`src/hw/rtl/nsc_pkg.sv`:
```
// ----------------------------------------------------------------------------
// nsc_pkg
// Types, character codes and header tags shared by the sentence framer.
// ----------------------------------------------------------------------------
package nsc_pkg;

  localparam logic [7:0] CH_DOLLAR = 8'h24;
  localparam logic [7:0] CH_STAR   = 8'h2A;
  localparam logic [7:0] CH_LF     = 8'h0A;
  localparam logic [7:0] CH_CR     = 8'h0D;

  localparam logic [2:0] HDR_LEN       = 3'd5;
  localparam logic [7:0] MAX_LEN_RESET = 8'd120;
  localparam int unsigned QUEUE_DEPTH  = 4;

  typedef enum logic [2:0] {
    CLS_OTHER,
    CLS_DOLLAR,
    CLS_LF,
    CLS_CR,
    CLS_STAR
  } beat_cls_e;

  typedef enum logic [2:0] {
    PH_IDLE,
    PH_BODY,
    PH_HEX_HI,
    PH_HEX_LO,
    PH_TAIL
  } phase_e;

  typedef enum logic [1:0] {
    KIND_OTHER,
    KIND_RMC,
    KIND_GGA
  } kind_e;

  typedef struct packed {
    beat_cls_e  cls;
    logic [7:0] ch;
    logic [3:0] hex;
  } beat_t;

  typedef struct packed {
    logic  push;
    beat_t beat;
  } q_wr_t;

  typedef struct packed {
    logic  valid;
    beat_t beat;
  } q_rd_t;

  typedef struct packed {
    logic full;
  } q_st_t;

  function automatic logic [7:0] tag_rmc(input logic [2:0] pos);
    logic [7:0] c;
    case (pos)
      3'd0:    c = 8'h47; // G
      3'd1:    c = 8'h4E; // N
      3'd2:    c = 8'h52; // R
      3'd3:    c = 8'h4D; // M
      3'd4:    c = 8'h43; // C
      default: c = 8'h00;
    endcase
    return c;
  endfunction

  function automatic logic [7:0] tag_gga(input logic [2:0] pos);
    logic [7:0] c;
    case (pos)
      3'd0:    c = 8'h47; // G
      3'd1:    c = 8'h4E; // N
      3'd2:    c = 8'h47; // G
      3'd3:    c = 8'h47; // G
      3'd4:    c = 8'h41; // A
      default: c = 8'h00;
    endcase
    return c;
  endfunction

endpackage

```
`src/hw/rtl/nsc_if.sv`:
```
// ----------------------------------------------------------------------------
// nsc interfaces
// Valid/ready channels: byte stream in, sentence result out, config write.
// ----------------------------------------------------------------------------
interface nsc_byte_if;
  logic       valid;
  logic       ready;
  logic [7:0] rx_byte;
  modport source (output valid, output rx_byte, input ready);
  modport sink   (input valid, input rx_byte, output ready);
endinterface

interface nsc_result_if;
  logic       valid;
  logic       ready;
  logic [1:0] sentence_kind;
  logic       checksum_ok;
  logic [7:0] sentence_length;
  modport source (output valid, output sentence_kind, output checksum_ok,
                  output sentence_length, input ready);
  modport sink   (input valid, input sentence_kind, input checksum_ok,
                  input sentence_length, output ready);
endinterface

interface nsc_cfg_if;
  logic       valid;
  logic       ready;
  logic [7:0] data;
  modport source (output valid, output data, input ready);
  modport sink   (input valid, input data, output ready);
endinterface

```
`src/hw/rtl/nsc_front.sv`:
```
// ----------------------------------------------------------------------------
// nsc_front
// Accepts receiver bytes, classifies them and decodes the hex digit value.
// ----------------------------------------------------------------------------
module nsc_front
  import nsc_pkg::*;
(
  nsc_byte_if.sink byte_i,
  input  q_st_t    st_i,
  output q_wr_t    wr_o
);

  logic [7:0] ch;
  beat_cls_e  cls;
  logic [3:0] hex;

  assign ch           = byte_i.rx_byte;
  assign byte_i.ready = !st_i.full;
  assign wr_o         = '{push: byte_i.valid && !st_i.full,
                          beat: '{cls: cls, ch: ch, hex: hex}};

  always_comb begin
    unique case (ch)
      CH_DOLLAR: cls = CLS_DOLLAR;
      CH_LF:     cls = CLS_LF;
      CH_CR:     cls = CLS_CR;
      CH_STAR:   cls = CLS_STAR;
      default:   cls = CLS_OTHER;
    endcase
  end

  always_comb begin
    if (ch >= 8'h30 && ch <= 8'h39) begin
      hex = ch[3:0];
    end else if (ch >= 8'h41 && ch <= 8'h46) begin
      hex = 4'(ch[3:0] + 4'd9);
    end else begin
      hex = 4'd0;
    end
  end

endmodule

```
`src/hw/rtl/nsc_queue.sv`:
```
// ----------------------------------------------------------------------------
// nsc_queue
// Short FIFO of classified beats between front and back.
// ----------------------------------------------------------------------------
module nsc_queue
  import nsc_pkg::*;
#(
  parameter int unsigned Depth = QUEUE_DEPTH
) (
  input  logic  clk_i,
  input  logic  rst_ni,
  input  q_wr_t wr_i,
  input  logic  pop_i,
  output q_rd_t rd_o,
  output q_st_t st_o
);

  localparam int unsigned AW = (Depth > 1) ? $clog2(Depth) : 1;
  localparam logic [AW-1:0] LAST = AW'(Depth - 1);
  localparam logic [AW:0]   FULL = (AW+1)'(Depth);

  beat_t         store_q [Depth];
  logic [AW-1:0] wr_ptr_q, wr_ptr_d;
  logic [AW-1:0] rd_ptr_q, rd_ptr_d;
  logic [AW:0]   count_q, count_d;
  logic          do_pop;

  assign st_o.full  = (count_q == FULL);
  assign rd_o.valid = (count_q != '0);
  assign rd_o.beat  = store_q[rd_ptr_q];
  assign do_pop     = pop_i && rd_o.valid;

  always_comb begin
    wr_ptr_d = wr_ptr_q;
    rd_ptr_d = rd_ptr_q;
    count_d  = count_q;
    if (wr_i.push) begin
      wr_ptr_d = (wr_ptr_q == LAST) ? '0 : AW'(wr_ptr_q + 1'b1);
    end
    if (do_pop) begin
      rd_ptr_d = (rd_ptr_q == LAST) ? '0 : AW'(rd_ptr_q + 1'b1);
    end
    case ({wr_i.push, do_pop})
      2'b10:   count_d = (AW+1)'(count_q + 1'b1);
      2'b01:   count_d = (AW+1)'(count_q - 1'b1);
      default: count_d = count_q;
    endcase
  end

  always_ff @(posedge clk_i or negedge rst_ni) begin
    if (!rst_ni) begin
      wr_ptr_q <= '0;
      rd_ptr_q <= '0;
      count_q  <= '0;
    end else begin
      wr_ptr_q <= wr_ptr_d;
      rd_ptr_q <= rd_ptr_d;
      count_q  <= count_d;
    end
  end

  always_ff @(posedge clk_i) begin
    if (wr_i.push) begin
      store_q[wr_ptr_q] <= wr_i.beat;
    end
  end

  assert property (@(posedge clk_i) disable iff (!rst_ni)
    st_o.full |-> !wr_i.push)
    else $error("nsc_queue: push while full");

endmodule

```
`src/hw/rtl/nsc_back.sv`:
```
// ----------------------------------------------------------------------------
// nsc_back
// Sentence state machine: checksum, header match, length limit, result reg.
// ----------------------------------------------------------------------------
module nsc_back
  import nsc_pkg::*;
(
  input  logic            clk_i,
  input  logic            rst_ni,
  input  q_rd_t           rd_i,
  output logic            pop_o,
  nsc_cfg_if.sink         cfg_i,
  nsc_result_if.source    result_o
);

  phase_e     phase_q, phase_d;
  logic [7:0] acc_q, acc_d;
  logic [7:0] rsum_q, rsum_d;
  logic [2:0] hdr_q, hdr_d;
  logic       m_rmc_q, m_rmc_d;
  logic       m_gga_q, m_gga_d;
  logic [7:0] cnt_q, cnt_d;
  logic [7:0] max_len_q;

  logic       res_valid_q, res_valid_d;
  kind_e      res_kind_q, res_kind_d;
  logic       res_ok_q, res_ok_d;
  logic [7:0] res_len_q, res_len_d;

  beat_t      beat;
  logic       take, over, emit;

  assign beat        = rd_i.beat;
  assign take        = rd_i.valid && (!res_valid_q || result_o.ready);
  assign pop_o       = take;
  assign over        = (cnt_q >= max_len_q);
  assign cfg_i.ready = 1'b1;

  // next state
  always_comb begin
    phase_d = phase_q;
    acc_d   = acc_q;
    rsum_d  = rsum_q;
    hdr_d   = hdr_q;
    m_rmc_d = m_rmc_q;
    m_gga_d = m_gga_q;
    cnt_d   = cnt_q;
    if (take) begin
      if (beat.cls == CLS_DOLLAR || (phase_q != PH_IDLE &&
          (over || beat.cls == CLS_LF))) begin
        phase_d = (beat.cls == CLS_DOLLAR) ? PH_BODY : PH_IDLE;
        acc_d   = '0;
        rsum_d  = '0;
        hdr_d   = '0;
        m_rmc_d = 1'b1;
        m_gga_d = 1'b1;
        cnt_d   = (beat.cls == CLS_DOLLAR) ? 8'd1 : 8'd0;
      end else if (phase_q != PH_IDLE) begin
        cnt_d = 8'(cnt_q + 1'b1);
        if (beat.cls != CLS_CR) begin
          unique case (phase_q)
            PH_BODY: begin
              if (beat.cls == CLS_STAR) begin
                phase_d = PH_HEX_HI;
              end else begin
                acc_d = acc_q ^ beat.ch;
                if (hdr_q < HDR_LEN) begin
                  if (beat.ch != tag_rmc(hdr_q)) m_rmc_d = 1'b0;
                  if (beat.ch != tag_gga(hdr_q)) m_gga_d = 1'b0;
                  hdr_d = 3'(hdr_q + 1'b1);
                end
              end
            end
            PH_HEX_HI: begin
              rsum_d  = {beat.hex, 4'd0};
              phase_d = PH_HEX_LO;
            end
            PH_HEX_LO: begin
              rsum_d  = {rsum_q[7:4], beat.hex};
              phase_d = PH_TAIL;
            end
            default: ;
          endcase
        end
      end
    end
  end

  // outputs
  always_comb begin
    emit       = take && beat.cls == CLS_LF && phase_q != PH_IDLE && !over;
    res_kind_d = res_kind_q;
    res_ok_d   = res_ok_q;
    res_len_d  = res_len_q;
    if (emit) begin
      res_valid_d = 1'b1;
      if (hdr_q == HDR_LEN && m_rmc_q) begin
        res_kind_d = KIND_RMC;
      end else if (hdr_q == HDR_LEN && m_gga_q) begin
        res_kind_d = KIND_GGA;
      end else begin
        res_kind_d = KIND_OTHER;
      end
      res_ok_d  = (phase_q == PH_TAIL) && (rsum_q == acc_q);
      res_len_d = 8'(cnt_q + 1'b1);
    end else if (result_o.ready) begin
      res_valid_d = 1'b0;
    end else begin
      res_valid_d = res_valid_q;
    end
  end

  assign result_o.valid           = res_valid_q;
  assign result_o.sentence_kind   = res_kind_q;
  assign result_o.checksum_ok     = res_ok_q;
  assign result_o.sentence_length = res_len_q;

  always_ff @(posedge clk_i or negedge rst_ni) begin
    if (!rst_ni) begin
      phase_q     <= PH_IDLE;
      acc_q       <= '0;
      rsum_q      <= '0;
      hdr_q       <= '0;
      m_rmc_q     <= 1'b1;
      m_gga_q     <= 1'b1;
      cnt_q       <= '0;
      max_len_q   <= MAX_LEN_RESET;
      res_valid_q <= 1'b0;
    end else begin
      phase_q     <= phase_d;
      acc_q       <= acc_d;
      rsum_q      <= rsum_d;
      hdr_q       <= hdr_d;
      m_rmc_q     <= m_rmc_d;
      m_gga_q     <= m_gga_d;
      cnt_q       <= cnt_d;
      res_valid_q <= res_valid_d;
      if (cfg_i.valid) begin
        max_len_q <= cfg_i.data;
      end
    end
  end

  always_ff @(posedge clk_i) begin
    res_kind_q <= res_kind_d;
    res_ok_q   <= res_ok_d;
    res_len_q  <= res_len_d;
  end

  assert property (@(posedge clk_i) disable iff (!rst_ni)
    (res_valid_q && !$past(res_valid_q)) |-> $past(emit))
    else $error("nsc_back: result without line feed");

  assert property (@(posedge clk_i) disable iff (!rst_ni)
    (phase_q == PH_IDLE) |-> (acc_q == '0 && cnt_q == '0 && hdr_q == '0))
    else $error("nsc_back: idle with stale sentence state");

  assert property (@(posedge clk_i) disable iff (!rst_ni)
    (phase_q != PH_IDLE) |-> (cnt_q != '0))
    else $error("nsc_back: open sentence with zero length");

  assert property (@(posedge clk_i) disable iff (!rst_ni)
    (res_valid_q && !result_o.ready) |-> !take)
    else $error("nsc_back: beat taken while result stalled");

endmodule

```
`src/hw/rtl/nmea_sentence_checksum_framer_top.sv`:
```
// ----------------------------------------------------------------------------
// nmea_sentence_checksum_framer_top
// NMEA sentence framer: checksum check and GNRMC/GNGGA header detection.
// ----------------------------------------------------------------------------
// Usage:
//   byte_i   : receiver bytes, one per beat; '$' opens a sentence.
//   result_o : one beat per line feed that closes a sentence within the
//              length limit: kind, checksum_ok, length from '$' to LF.
//   cfg_i    : writes max_line_length; always ready, write only when idle.
// Throughput: one byte per cycle sustained while a waiting result is not holding the back end.
// Path: a line feed accepted on byte_i is written into the queue, then taken
//   by the sentence state machine, which loads it into the result reg.
// Reset: limit back to 120, sentence state idle, queue and result empty.
// Stall: a waiting result holds the back end; bytes keep filling the
//   QueueDepth-entry queue and byte_i.ready drops only once it is full.
// ----------------------------------------------------------------------------
module nmea_sentence_checksum_framer_top
  import nsc_pkg::*;
#(
  parameter int unsigned QueueDepth = QUEUE_DEPTH
) (
  input  logic         clk_i,
  input  logic         rst_ni,
  nsc_byte_if.sink     byte_i,
  nsc_cfg_if.sink      cfg_i,
  nsc_result_if.source result_o
);

  q_wr_t wr;
  q_rd_t rd;
  q_st_t st;
  logic  pop;

  nsc_front u_front (
    .byte_i (byte_i),
    .st_i   (st),
    .wr_o   (wr)
  );

  nsc_queue #(
    .Depth (QueueDepth)
  ) u_queue (
    .clk_i  (clk_i),
    .rst_ni (rst_ni),
    .wr_i   (wr),
    .pop_i  (pop),
    .rd_o   (rd),
    .st_o   (st)
  );

  nsc_back u_back (
    .clk_i    (clk_i),
    .rst_ni   (rst_ni),
    .rd_i     (rd),
    .pop_o    (pop),
    .cfg_i    (cfg_i),
    .result_o (result_o)
  );

endmodule
```
`src/flat_wrapper.sv`:
```
// flat-port wrapper written by rule: the top's interface ports become plain ports
module nmea_sentence_checksum_framer_top_flat import nsc_pkg::*;
#(
  parameter int unsigned QueueDepth = QUEUE_DEPTH
)
  (clk_i, rst_ni, byte_i_valid, byte_i_rx_byte, byte_i_ready, cfg_i_valid, cfg_i_data, cfg_i_ready, result_o_valid, result_o_sentence_kind, result_o_checksum_ok, result_o_sentence_length, result_o_ready);
  nsc_byte_if byte_i_i ();
  nsc_cfg_if cfg_i_i ();
  nsc_result_if result_o_i ();
  input  logic clk_i;
  input  logic rst_ni;
  input wire logic [$bits(byte_i_i.valid)-1:0] byte_i_valid;
  input wire logic [$bits(byte_i_i.rx_byte)-1:0] byte_i_rx_byte;
  output wire logic [$bits(byte_i_i.ready)-1:0] byte_i_ready;
  input wire logic [$bits(cfg_i_i.valid)-1:0] cfg_i_valid;
  input wire logic [$bits(cfg_i_i.data)-1:0] cfg_i_data;
  output wire logic [$bits(cfg_i_i.ready)-1:0] cfg_i_ready;
  output wire logic [$bits(result_o_i.valid)-1:0] result_o_valid;
  output wire logic [$bits(result_o_i.sentence_kind)-1:0] result_o_sentence_kind;
  output wire logic [$bits(result_o_i.checksum_ok)-1:0] result_o_checksum_ok;
  output wire logic [$bits(result_o_i.sentence_length)-1:0] result_o_sentence_length;
  input wire logic [$bits(result_o_i.ready)-1:0] result_o_ready;
  assign byte_i_i.valid = byte_i_valid;
  assign byte_i_i.rx_byte = byte_i_rx_byte;
  assign byte_i_ready = byte_i_i.ready;
  assign cfg_i_i.valid = cfg_i_valid;
  assign cfg_i_i.data = cfg_i_data;
  assign cfg_i_ready = cfg_i_i.ready;
  assign result_o_valid = result_o_i.valid;
  assign result_o_sentence_kind = result_o_i.sentence_kind;
  assign result_o_checksum_ok = result_o_i.checksum_ok;
  assign result_o_sentence_length = result_o_i.sentence_length;
  assign result_o_i.ready = result_o_ready;
  nmea_sentence_checksum_framer_top #(.QueueDepth(QueueDepth)) u_core (.clk_i(clk_i), .rst_ni(rst_ni), .byte_i(byte_i_i), .cfg_i(cfg_i_i), .result_o(result_o_i));
endmodule
```
`config.mk`:
```
export PLATFORM = sky130hd
export DESIGN_NAME = nmea_sentence_checksum_framer_top_flat
export DESIGN_NICKNAME = d
export VERILOG_FILES = /design/src/hw/rtl/nsc_pkg.sv /design/src/hw/rtl/nsc_if.sv /design/src/hw/rtl/nsc_front.sv /design/src/hw/rtl/nsc_queue.sv /design/src/hw/rtl/nsc_back.sv /design/src/hw/rtl/nmea_sentence_checksum_framer_top.sv /design/src/flat_wrapper.sv
export SDC_FILE = /design/constraint.sdc
export NUM_CORES = 1
export LEC_CHECK = 0
export BUFFER_PORTS_ARGS = -buffer_cell sky130_fd_sc_hd__buf_2
export CAP_MARGIN = 20
export CORE_ASPECT_RATIO = 2
export CORE_MARGIN = 5
export CORE_UTILIZATION = 30
export CTS_CLUSTER_DIAMETER = 120
export DETAILED_ROUTE_END_ITERATION = 10
export HOLD_SLACK_MARGIN = 0.06
export SKIP_CTS_REPAIR_TIMING = 1
export SYNTH_ARGS = -nofsm -noshare
export SYNTH_HDL_FRONTEND = slang
export SYNTH_SLANG_ARGS = --single-unit
```
`constraint.sdc`:
```
create_clock -name clk_i -period 2.9 [get_ports clk_i]
set_clock_uncertainty 0.05 [all_clocks]
set_input_delay 0.145 -clock clk_i [delete_from_list [all_inputs] [get_ports clk_i]]
set_output_delay 0.145 -clock clk_i [all_outputs]
set_load 0.005 [all_outputs]
```
; Yosys cells after proc, flatten, opt, wreduce, memory -nomap -nowiden
; Memory sizes are Yosys's and may differ from the RTL's.
; Cells that the tools add are included.
[totals]
register_bits = 59
mem_bits_rw = 60
input_bits = 21
output_inout_bits = 14
word_cells = 165
mem_count = 1
[mem_list]
columns = memory, depth, width, read_ports, rd_clocked_by_memory_dff, write_ports, line_no
row1 = u_core.u_queue.store_q, 4, 15, 1, 0, 1, nsc_queue.sv:22  ; beat_t store_q [Depth];
[op_classes]
n_addsub = 7
magnitude_cmp = 6
eq_ne = 28
muxes = 65
bitwise_logic = 1
n_reduce_logical = 41
[op_table]
columns = op, n
row1 = two-way mux 8 bit, 24
row2 = one-hot mux 7 bit (5 select lines), 1
row3 = two-way mux 3 bit, 10
row4 = one-hot mux 7 bit (3 select lines), 1
row5 = two-way mux 1 bit, 20
row6 = nonzero test 2 bit, 9
row7 = == test 8 x 4 -> 1 bit (second input constant), 2
row8 = == test 8 x 6 -> 1 bit (second input constant), 2
row9 = != test 8 bit, 2
row10 = one-hot mux 8 bit (2 select lines), 1
row11 = == test 3 x 2 -> 1 bit (second input constant), 5
row12 = == test 3 bit (second input constant), 5
row13 = AND reduction 5 bit, 3
row14 = AND reduction 7 bit, 2
row15 = logical AND 1 bit, 12
row16 = one-hot mux 3 bit (4 select lines), 1
row17 = == test 3 x 1 -> 1 bit (second input constant), 3
row18 = one-hot mux 3 bit (3 select lines), 1
row19 = nonzero test 3 bit, 3
row20 = adder 8 x 1 -> 8 bit (second input constant), 1
row21 = == test 8 bit, 1
row22 = greater-or-equal comparator 8 x 6 -> 1 bit (second input constant), 1
row23 = greater-or-equal comparator 8 x 7 -> 1 bit (second input constant), 1
row24 = greater-or-equal comparator 8 bit, 1
row25 = other kinds (24), 36

; Longest topological paths before layout
; Gate-level depths: netlist of run 1.
[depth]
depth_word = 18
depth_mapped = 10
mapped_depth_nobuf = 9

; By module
; From an unflattened synthesis of run 1, not the netlist that was laid out.
[unflattened]
hier_cells = 473
hier_area_um2 = 5945.7
[modules_own_cells]
columns = mod, n_inst, cells_per_inst, area_per_inst_um2, seq_area_each_um2
row1 = nsc_back, 1, 307, 2987.9, 1363.8
row2 = nsc_queue, 1, 119, 2638.8, 1976.9
row3 = nsc_front, 1, 47, 319.1, 0.0

; Worst setup path after synthesis of run 1
; No wires, ideal clock.
[synth_path]
path_type = flip-flop to flip-flop
from = reg u_core.u_queue.rd_ptr_q[0]
to = reg u_core.u_back.res_ok_q (netlist: u_core.u_back.result_o.checksum_ok) (enable)
setup_ns = 0.393
t_arrival_ns = 2.423
t_required_ns = 2.457
setup_slack_ns = 0.034
path_stages_with_launch = 5
n_path_buf = 1
period_less_slack_ns = 2.866
cell_sequence = dfrtp_1 buf_6 mux4_2 or4b_4 nor3_1
[synth_between]
elab_chain_len = 5
[synth_rtl]
columns = item, line_no
row1 = "start, declared", nsc_queue.sv:24  ; logic [AW-1:0] rd_ptr_q, rd_ptr_d;
row2 = "start signal, assigned", nsc_queue.sv:57  ; rd_ptr_q <= rd_ptr_d;
row3 = memory read (4 x 15 bit), -
row4 = == test 3 x 2 -> 1 bit, nsc_back.sv:91  ; emit = take && beat.cls == CLS_LF && phase_q != PH_IDLE && !over;
row5 = logical AND 1 bit (3 in a row), nsc_back.sv:91
row6 = net u_core.u_back.emit, nsc_back.sv:31  ; logic take, over, emit;
row7 = "end signal, assigned", nsc_back.sv:146  ; res_ok_q <= res_ok_d;
row8 = "end, declared", nsc_back.sv:27  ; logic res_ok_q, res_ok_d;
; The timed path passes the listed nets, and every way through them passes these cells.
; A chain may end at the register's enable or synchronous reset.

; Worst setup path after layout of run 1
[layout_path]
from = reg u_core.u_queue.rd_ptr_q[0]
to = reg u_core.u_back.rsum_q[0]
[layout_between]
elab_chain_len = 7
word_cells_on_any_way = 15
cone_classes = 3 x eq/ne / 4 x mux / 7 x reduce/logical / 1 x memory
[layout_rtl]
columns = item, line_no
row1 = memory read (4 x 15 bit) (*), -
row2 = == test 3 x 2 -> 1 bit, nsc_back.sv:50  ; (over || beat.cls == CLS_LF))) begin
row3 = logical OR 1 bit, nsc_back.sv:50
row4 = logical AND 1 bit, nsc_back.sv:49  ; if (beat.cls == CLS_DOLLAR || (phase_q != PH_IDLE &&
row5 = logical OR 1 bit, nsc_back.sv:49
row6 = nonzero test 3 bit (no source line) or nonzero test 2 bit (tied branches), -
row7 = AND reduction 4 bit (no source line), -
row8 = "end signal, assigned", nsc_back.sv:132  ; rsum_q <= rsum_d;
row9 = "end, declared", nsc_back.sv:18  ; logic [7:0] rsum_q, rsum_d;
; Every way passes the cells marked *; elsewhere a longest branch is shown, timed or not. The select of a mux whose other input is x is not followed.

==> results by group, run 1 <==
Status
  • Outcome: finished, final reports clean

STA
  • Tcrit/Tclk final: 0.964
  • Final setup vio count: 0
  • Final min period: 2.80 ns
  • Fmax: 0.358 GHz
  • Worst-margin pin slew: 0.980 ns
  • Max-slew violation count: 0
  • Setup_tns: 0 ns
  • Hold Fails Final Rpt: 0
  • RSZ-0062 raised after global routing: no
  • Max transition margin: 0.342

Floorplanning
  • CORE AREA: 19,400 µm²
  • Initial Util: 0.305
  • # IOs: 35
  • Die H: 208 µm
  • Row cnt: 72
  • Die Width: 109 µm
  • Die ar.: 22,700 µm²

Power and ir drop
  • Flop pwr share: 0.373
  • NetSw: 2190 µW
  • P per Cell Area: 889 nW/µm²
  • Pleak: 0.00284 µW
  • Sw frac: 0.341
  • Clock share of power: 0.336
  • Int Power: 4230 µW
  • Combinational power share: 0.292
  • Max IR drop VDD: 0.397 mV
  • Final Power: 6420 µW

Setup path
  • Worst Setup Path Type: register to register
  • R2R Path Start: u_core.u_queue.rd_ptr_q[0]
  • Crit path max-delay cell type: nor3_1
  • WP data arrival: 3.10 ns
  • R2r worst-path depth: 5
  • Crit Path Max Fanout: 7
  • Data required time of the critical path: 3.20 ns
  • Critical Path Max Stage Delay: 0.79 ns
  • Reg-to-reg endpoint: u_core.u_back.rsum_q[0]
  • Worst-path cell chain: mux4_2 -> and3b_1 -> nand2b_1 -> nor3_1 -> a32o_1
  • Worst Setup End Kind: register
  • CP startpoint kind: register
  • Reg-to-reg setup timing slack: 0.10 ns

Hold path
  • Hold Crit Endpoint: u_core.u_back.max_len_q[4]
  • Hold depth: 2
  • Worst hold start: cfg_i_valid
  • Worst hold path type: input pin to register

Finish
  • Fillers: 1,832
  • Commonest non-fill, non-tap cell in the layout: edfxtp_1
  • Number of diodes: 0
  • Layout cells sized above 1: 0.197
  • Nets: 587
  • Layout Cells excl Fill: 812
  • Most frequent cells in the layout: edfxtp_1 (71), dfrtp_1 (42), nand2_1 (41)
  • Area delta synth->final: 22.4%

Drt
  • Vias: 4,099
  • Iter 0 DRT Violations: 223
  • WL/cell: 16.9 µm
  • Vias per inst: 5.05
  • Antenna viol nets, final: 0
  • Drt first pass iters: 5
  • Total Wirelength: 13,700 µm
  • DRC Markers: 0

Placed design
  • RePlAce Congestion: 0.899
  • Hpwl dp: 9870 µm
  • # placed instances: 757
  • I/O Buffers: 33

Synth
  • Post-Synth Simple-Gate Area: 0.113
  • Seq cells post-synth: 119
  • Seq/Total Area, Yosys: 0.566
  • Main synth FF type: edfxtp_1
  • Synth area leaders: edfxtp_1 (36%), dfrtp_1 (18%), ha_1 (5.3%), mux4_2 (5.0%), dfstp_2 (2.7%)
  • Main combinational cell family by area after synthesis: compound AO/OA/AOI/OAI gates
  • Yosys top cell by area: edfxtp_1
  • Post-Synth Adder-Cell Area: 0.0564
  • Yosys cell types: 64
  • Post-synth top area share: 0.361
  • Asr flop ratio synth: 0.403
  • Post-synthesis net count: 521
  • Post-Syn Area per Cell: 12.5 µm²
  • Mux cell area share after synthesis: 0.0778
  • Compound-Gate Fraction of Synth Area: 0.117
  • Cell Area, Synth: 5900 µm²
  • Cell count after synthesis: 474
  • Xor/xnor cell area share of the yosys netlist: 0.0312
  • Yosys Warn Count: 0
  • Post-synth EDFFs: 71

Job
  • Maxcap violations: 0

Clock tree
  • H-tree depth: 4
  • CTS Buffer Depth: 2
  • Num CTS Buffers: 17
  • CTS tree: yes
  • Reg clk slew, reported paths: 0.06 ns
  • # clock sinks: 119
  • CTS root buf: clkbuf_16
  • Later-pin clock latency in the skew report: 0.42 ns

Global route
  • GRT Residual Overflow: 0
  • Largest net degree at the start of global routing: 47
  • Initial antenna violation count: 0
  • Overall routing resource usage: 0.125
  • Vias in the first global route: 4,214
  • First-pass GRT wire length: 21,700 µm
critical path, delay by kind of cell, from the launching register on:
| kind | cells | cell delay [ns] |
|---|---|---|
| simple gates | 3 | 1.28 |
| mux | 1 | 0.61 |
| flops | 1 | 0.48 |
| compound gates | 1 | 0.30 |
logic make-up after synthesis:
kind of cell | count (synthesis)
adder cells (fa/ha/maj) | 26
XOR/XNOR | 21
buffers and inverters | 50
multiplexers | 26
flip-flops | 119
AND/OR/NAND/NOR | 130
other | 1
AO/OA/AOI/OAI | 101
power by group through the flow:
stage                     clock, µW  sequential, µW  combinational (µW)
final                          2160            2390                1870
after global routing           2270            2430                2060
after CTS                      2190            2390                1860
after detailed placement          0            2430                1850
after global placement            0            2400                1770
after floorplan                   0            2310                1410
per-layer routing:
layer  up-vias  wire [µm]  track usage
met5         -          0            0
met4         0        581       0.0788
met3        29        603       0.0276
met1      2009       4900        0.124
met2       139       7660        0.228
li1       1922          -            -
layout make-up:
cell class                 count  area, µm²  area share
multi-input combinational    305       2340       0.325
sequential                   119       3340       0.462
inverter                      28        105      0.0146
clock buffer                  17        425      0.0589
clock inverter                15        180      0.0249
tap                          259        324      0.0449
timing repair buffer          69        503      0.0696
worst max path at each step:
stage / start / endpoint / slack, ns / depth (start not counted)
global placement: u_core.u_queue.rd_ptr_q[0] / u_core.u_back.rsum_q[1] / 0.23 / 5
floorplan: u_core.u_queue.rd_ptr_q[0] / u_core.u_back.result_o.checksum_ok / 0.03 / 4
CTS: u_core.u_queue.rd_ptr_q[0] / u_core.u_back.rsum_q[0] / 0.1 / 5
finish: u_core.u_queue.rd_ptr_q[0] / u_core.u_back.rsum_q[0] / 0.10 / 5
global route: u_core.u_queue.rd_ptr_q[0] / u_core.u_back.rsum_q[0] / 0.01 / 5
detailed placement: u_core.u_queue.rd_ptr_q[0] / u_core.u_back.rsum_q[0] / 0.11 / 5
per-stage QoR:
| stage | worst slack, ns | cell area, µm² | utilization | hold WS, ns |
|---|---|---|---|---|
| floorplan | 0.0341 | 5900 | - | -0.201 |
| global placement | 0.226 | 6380 | 0.329 | 0.304 |
| global route | 0.0123 | 7220 | 0.373 | 0.0642 |
| detailed placement | 0.114 | 6380 | 0.329 | 0.317 |
| CTS | 0.100 | 6980 | 0.361 | -0.116 |
| finish | 0.103 | 7220 | 0.373 | 0.0308 |
flip-flops by register name, summed over array words and instances, names as in the netlist:
name                                    count
u_core.u_queue.store_q                     60
u_core.u_back.acc_q                         8
u_core.u_back.cnt_q                         8
u_core.u_back.max_len_q                     8
u_core.u_back.result_o.sentence_length      8
u_core.u_back.rsum_q                        8
u_core.u_back.hdr_q                         3
u_core.u_back.phase_q                       3
u_core.u_queue.count_q                      3
u_core.u_back.result_o.sentence_kind        2
u_core.u_queue.rd_ptr_q                     2
u_core.u_queue.wr_ptr_q                     2
u_core.u_back.m_gga_q                       1
u_core.u_back.m_rmc_q                       1
u_core.u_back.result_o.checksum_ok          1
u_core.u_back.result_o.valid                1
cells in the mapped netlist (2+ instances only):
cell type  count
dfstp_2        6
and2_1         2
buf_6          3
inv_1         28
nand3_1       13
nor4b_1        4
clkbuf_1      11
a21oi_1       11
edfxtp_1      71
a31o_2         2
o2111ai_1      2
o21ai_0       30
buf_2          6
a2111oi_0      3
a31oi_1       15
mux2i_1        8
mux4_2        13
nand2_1       41
a32o_1         8
o22ai_1        4
o31ai_1        3
a21boi_0       2
nor2_1        20
nand3b_1       2
nor3_1        11
xor2_1        15
mux4_1         2
mux2_2         3
a21o_1         3
dfrtp_1       42
ha_1          25
nor2b_1        3
nand2b_1       3
and3_1        10
xnor2_1        6
nand4_1        9
o22a_1         2
nor4_1         4
a211oi_1       2
o21bai_1       2
No activity file was read; power rests on OpenSTA's default activity.
==> inputs of run 2 (changes only) <==
--- a/config.mk
+++ b/config.mk
@@ -5,6 +5,7 @@
 export SDC_FILE = /design/constraint.sdc
 export NUM_CORES = 1
 export LEC_CHECK = 0
+export ABC_AREA = 1
 export BUFFER_PORTS_ARGS = -buffer_cell sky130_fd_sc_hd__buf_2
 export CAP_MARGIN = 20
 export CORE_ASPECT_RATIO = 2
==> results by group, run 2 <==
Placed design
  • Hpwl dp: 9880 µm
  • RePlAce Congestion: 0.816
  • I/O Buffers: 33
  • Dpl ws: 0.635 ns
  • # placed instances: 961

Global route
  • Overall routing resource usage: 0.116
  • Largest net degree at the start of global routing: 33
  • Initial antenna violation count: 0
  • GRT Residual Overflow: 0
  • Vias in the first global route: 4,509
  • First-pass GRT wire length: 21,500 µm

Power and ir drop
  • Max IR drop VDD: 0.537 mV
  • Pleak: 0.00338 µW
  • P per Cell Area: 1150 nW/µm²

Finish
  • Max reg flops: 60
  • Commonest non-fill, non-tap cell in the layout: nand2_1
  • Multi-input logic area: 2410 µm²
  • Layout Cells excl Fill: 1,012
  • Reg area: 3340 µm²
  • Layout cells sized above 1: 0.153
  • Nets: 780
  • Most frequent cells in the layout: nand2_1 (203), inv_1 (71), edfxtp_1 (71)
  • Area delta synth->final: 21.3%
  • Fillers: 2,034
  • Number of diodes: 0
  • Largest Register: u_core.u_queue.store_q

Clock tree
  • # clock sinks: 119
  • Later-pin clock latency in the skew report: 0.42 ns
  • Num CTS Buffers: 17
  • CTS tree: yes
  • CTS Buffer Depth: 2
  • Reg clk slew, reported paths: 0.06 ns
  • H-tree depth: 4
  • CTS root buf: clkbuf_16

Synth
  • Most common cell in the netlist: nand2_1
  • Seq cells post-synth: 119
  • Post-synth top area share: 0.348
  • Seq/Total Area, Yosys: 0.545
  • Post-Syn Area per Cell: 9.24 µm²
  • Yosys Warn Count: 0
  • Yosys top cell by area: edfxtp_1
  • Cell count after synthesis: 663
  • Yosys cell types: 42
  • Synth area leaders: edfxtp_1 (35%), dfrtp_1 (17%), nand2_1 (12%), ha_1 (5.1%), inv_1 (4.3%)
  • Asr flop ratio synth: 0.403
  • Most frequent cells after synthesis: nand2_1 (203), edfxtp_1 (71), inv_1 (71)
  • Main synth FF type: edfxtp_1
  • Post-synth EDFFs: 71
  • Cell Area, Synth: 6130 µm²
  • Post-synthesis net count: 710

STA
  • Fmax: 0.445 GHz
  • Tcrit/Tclk final: 0.775
  • Final setup vio count: 0
  • Max transition margin: 0.630
  • Max-slew violation count: 0
  • Worst-margin pin slew: 0.549 ns
  • Hold Fails Final Rpt: 0
  • Min setup slack post-route: 0.652 ns
  • Setup_tns: 0 ns
  • Final min period: 2.25 ns
  • RSZ-0062 raised after global routing: no

Floorplanning
  • Die ar.: 23,600 µm²
  • Die H: 212 µm
  • Initial Util: 0.302
  • Row cnt: 74
  • # IOs: 35
  • CORE AREA: 20,300 µm²
  • Die Width: 111 µm

Drt
  • WL/cell: 12.9 µm
  • Drt first pass iters: 4
  • Iter 0 DRT Violations: 191
  • DRC Markers: 0
  • Vias per inst: 4.42
  • Total Wirelength: 13,100 µm
  • Vias: 4,471
  • Antenna viol nets, final: 0

Setup path
  • Worst Setup End Kind: register
  • Crit Path Max Fanout: 18
  • WP data arrival: 2.50 ns
  • Reg-to-reg setup timing slack: 0.65 ns
  • CP startpoint kind: register
  • Data required time of the critical path: 3.15 ns
  • Worst Setup Path Type: register to register
  • R2r worst-path depth: 14

Status
  • Outcome: finished, final reports clean

Hold path
  • Worst hold path type: input pin to register
  • Hold depth: 3

Job
  • Maxcap violations: 0
run 2: cell types whose count changed after synthesis, sizes merged, moves of 7 or more:
cell / before / now
a31oi: 15 / 1
nor2: 20 / 60
nand3: 13 / 49
nand2: 41 / 209
a21oi: 11 / 18
and3: 10 / 0
mux4: 15 / 0
inv: 28 / 78
clkbuf: 11 / 4
mux2i: 8 / 0
run 2: metrics by stage:
| stage | utilization | power, µW | hold slack, ns | instance area [µm²] |
|---|---|---|---|---|
| 2_1_floorplan | - | 5550 | -0.201 | 6130 |
| 3_3_place_gp | 0.328 | 6410 | 0.119 | 6640 |
| 3_5_place_dp | 0.328 | 6460 | 0.122 | 6640 |
| 4_1_cts | 0.357 | 8620 | -0.320 | 7250 |
| 5_1_grt | 0.367 | 9230 | 0.0837 | 7440 |
| 6_report | 0.367 | 8530 | 0.0318 | 7440 |
run 2: final cells by class:
type / instances / area share
Tap cell: 266 / 0.0448
Clock inverter: 14 / 0.0234
Sequential cell: 119 / 0.449
Clock buffer: 18 / 0.0577
Multi-Input combinational cell: 452 / 0.325
Inverter: 79 / 0.0402
Timing Repair Buffer: 64 / 0.0599
run 2: critical path, cell delays in order, from the launching register on:
cell     delay (ns)
dfstp_2        0.51
inv_1          0.04
ha_1           0.28
nand2_1        0.08
nor2_1         0.05
nor2_1         0.07
nand2_1        0.06
nand2_1        0.08
nand2_1        0.06
nand2_1        0.19
nand2_8        0.15
inv_2          0.18
nand2_1        0.14
nand3_1        0.12
nand2_1        0.05
run 2: kinds of logic (layout without fill, tap and decap cells):
| family | count (synthesis) | after routing | synth area share |
|---|---|---|---|
| buffers and inverters | 92 | 175 | 0.0608 |
| xor gates and xnor gates | 22 | 22 | 0.0314 |
| AOI/OAI and AO/OA | 61 | 61 | 0.0592 |
| other | 1 | 1 | 0.000612 |
| adders and majority gates | 26 | 26 | 0.0543 |
| DFF | 119 | 119 | 0.545 |
| and+or+nand+nor | 341 | 341 | 0.247 |
| muxes | 1 | 1 | 0.00184 |
run 2: report_power, final:
part / leakage [µW] / internal, µW / switching, µW / total [µW]
Clock: 0.000285 / 1360 / 779 / 2130
Combinational: 0.00185 / 1270 / 2550 / 3820
Sequential: 0.00124 / 2320 / 262 / 2580
run 2: worst paths after layout:
| check | start | end |
|---|---|---|
| min in group asynchronous | rst_ni | u_core.u_back.hdr_q[1] |
| max in group asynchronous | rst_ni | u_core.u_queue.count_q[0] |
| max | u_core.u_back.max_len_q[3] | u_core.u_back.hdr_q[2] |
| min | cfg_i_valid | u_core.u_back.max_len_q[6] |
| max reg2reg | u_core.u_back.max_len_q[3] | u_core.u_back.hdr_q[2] |
| min reg2reg | u_core.u_back.m_gga_q | u_core.u_back.m_gga_q |
run 2: per-layer routing:
layer,vias to the layer above,wire (µm),track usage
li1,2300,-,-
met2,60,7810,0.236
met4,0,385,0.0651
met3,24,308,0.0282
met5,-,0,0
met1,2087,4560,0.101
==> inputs of run 3 (changes only) <==
==> constraint.sdc (replaced) <==
create_clock -name clk_i -period 2 [get_ports clk_i]
set_clock_uncertainty 0.05 [all_clocks]
set_input_delay 0.1 -clock clk_i [delete_from_list [all_inputs] [get_ports clk_i]]
set_output_delay 0.1 -clock clk_i [all_outputs]
set_load 0.005 [all_outputs]
==> results by group, run 3 (synthesis results as in run 2) <==
Floorplanning
  • Row cnt: 74
  • CORE AREA: 20,300 µm²
  • # IOs: 35
  • Die H: 212 µm
  • Initial Util: 0.302
  • Die ar.: 23,600 µm²
  • Die Width: 111 µm

Clock tree
  • CTS tree: yes
  • CTS root buf: clkbuf_16
  • Reg clk slew, reported paths: 0.06 ns
  • # clock sinks: 119
  • Later-pin clock latency in the skew report: 0.43 ns
  • H-tree depth: 4
  • CTS Buffer Depth: 2
  • Num CTS Buffers: 17

Placed design
  • I/O Buffers: 33
  • RePlAce Congestion: 0.843
  • # placed instances: 986
  • Hpwl dp: 10,400 µm
  • Dpl cell area: 6870 µm²
  • Dpl ws: -0.171 ns

Power and ir drop
  • Pleak: 0.00361 µW
  • Clock share of power: 0.223
  • Sw frac: 0.416
  • NetSw: 5820 µW
  • Combinational power share: 0.508
  • Flop pwr share: 0.268
  • P per Cell Area: 1740 nW/µm²
  • Final Power: 14,000 µW
  • Int Power: 8170 µW
  • Max IR drop VDD: 0.866 mV

Setup path
  • WP data arrival: 2.41 ns
  • CP delay by family, top: simple AND/OR/NAND/NOR gates
  • Worst Setup Path Type: register to register
  • Worst-path cell chain: inv_2 -> ha_4 -> nand2_1 -> nand2_1 -> nor2_2 -> nand2_1 -> nand2_2 -> nand2_2 -> nand2_4 -> nand2_8 -> nor2_4 -> buf_12 -> inv_4 -> nand2_8 -> nand2_1 -> o21ai_1
  • Worst path most repeated cell: nand2_1
  • Crit Path Max Fanout: 8
  • Worst Setup End Kind: register
  • Crit path max-delay cell type: dfstp_2
  • CP endpoint: u_core.u_back.acc_q[1]
  • Reg-to-reg setup timing slack: -0.11 ns
  • R2r worst-path depth: 16
  • R2R Path Start: u_core.u_back.max_len_q[3]
  • CP startpoint kind: register
  • CP Launch Point: u_core.u_back.max_len_q[3]
  • Reg-to-reg endpoint: u_core.u_back.acc_q[1]
  • WP buf/inv: 3
  • Data required time of the critical path: 2.30 ns
  • Critical Path Max Stage Delay: 0.52 ns
  • Critical Path Stages: 16

Global route
  • Vias in the first global route: 4,648
  • Overall routing resource usage: 0.123
  • First-pass GRT wire length: 22,600 µm
  • Largest net degree at the start of global routing: 34
  • Initial antenna violation count: 0
  • GRT Residual Overflow: 0

STA
  • RSZ-0062 raised after global routing: yes
  • Max transition margin: 0.455
  • Final setup vio count: 24
  • Min setup slack post-route: -0.108 ns
  • Final min period: 2.11 ns
  • Hold Fails Final Rpt: 0
  • Max-slew violation count: 0
  • Fin Hold WS: 0.0194 ns
  • Worst-margin pin slew: 0.818 ns
  • Tcrit/Tclk final: 1.05
  • Fmax: 0.474 GHz

Drt
  • Iter 0 DRT Violations: 176
  • DRC Markers: 0
  • Antenna viol nets, final: 0
  • Vias per inst: 4.47
  • Drt first pass iters: 4
  • WL/cell: 13.6 µm
  • Total Wirelength: 14,300 µm
  • Vias: 4,712

Finish
  • Design Area, Final: 8030 µm²
  • Commonest non-fill, non-tap cell in the layout: nand2_1
  • Layout Cells excl Fill: 1,053
  • Layout cells sized above 1: 0.220
  • Max reg flops: 60
  • Nets: 821
  • Number of diodes: 0
  • Area delta synth->final: 31.0%
  • Most frequent cells in the layout: nand2_1 (183), edfxtp_1 (71), inv_1 (68)
  • Largest Register: u_core.u_queue.store_q
  • Fillers: 1,975

Hold path
  • Hold depth: 2
  • Worst hold path type: input pin to register

Status
  • Failing checks: negative setup slack
  • Outcome: finished, violations left

Job
  • Maxcap violations: 0
==> run 3: cell count changes in the layout (fill, tap and decap cells not counted), moves of 4 or more <==
cell | previous run | this run
nand2_1 | 203 | 183
o21ai_0 | 21 | 17
nor2_1 | 51 | 47
nor2_4 | 6 | 10
nand2_4 | 3 | 9
dlygate4sd3_1 | 19 | 30
nand2_2 | 2 | 15
buf_4 | 12 | 35
clkbuf_1 | 1 | 5
==> run 3: layer usage <==
layer | vias to the layer above | track usage | part of all wire
li1 | 2390 | - | -
met1 | 2226 | 0.107 | 0.33
met2 | 64 | 0.245 | 0.60
met3 | 32 | 0.0302 | 0.026
met4 | 0 | 0.0731 | 0.041
met5 | - | 0 | 0
==> run 3: worst min path at each step <==
stage / from / endpoint / slack (ns)
2_1_floorplan: rst_ni / u_core.u_back.acc_q[0] / -0.25
3_3_place_gp: rst_ni / u_core.u_queue.count_q[2] / 0.18
3_5_place_dp: rst_ni / u_core.u_queue.count_q[2] / 0.18
4_1_cts: rst_ni / u_core.u_queue.count_q[2] / -0.28
5_1_grt: byte_i_valid / u_core.u_queue.wr_ptr_q[1] / 0.07
6_report: cfg_i_valid / u_core.u_back.max_len_q[7] / 0.02
==> run 3: layout make-up <==
type | count | area, µm² | share of cell area
clock buffer | 22 | 444 | 0.0553
tap | 266 | 333 | 0.0415
clock inverter | 10 | 153 | 0.0190
multi-input combinational | 454 | 2630 | 0.327
sequential | 119 | 3340 | 0.416
inverter | 79 | 304 | 0.0379
timing repair buffer | 103 | 825 | 0.103
==> run 3: through the flow <==
step | util | setup TNS, ns
finish | 0.396 | -1.40
global route | 0.396 | -4.83
CTS | 0.368 | -5.27
detailed placement | 0.339 | -4.89
global placement | 0.339 | -2.89
floorplan | - | 0
==> run 3: power by group through the flow <==
stage / Clock, µW / Combinational [µW] / Sequential [µW]
2_1_floorplan: 0 / 4360 / 3710
3_3_place_gp: 0 / 6150 / 3750
3_5_place_dp: 0 / 6240 / 3750
4_1_cts: 3190 / 6270 / 3720
5_1_grt: 3290 / 7950 / 3820
6_report: 3130 / 7110 / 3750
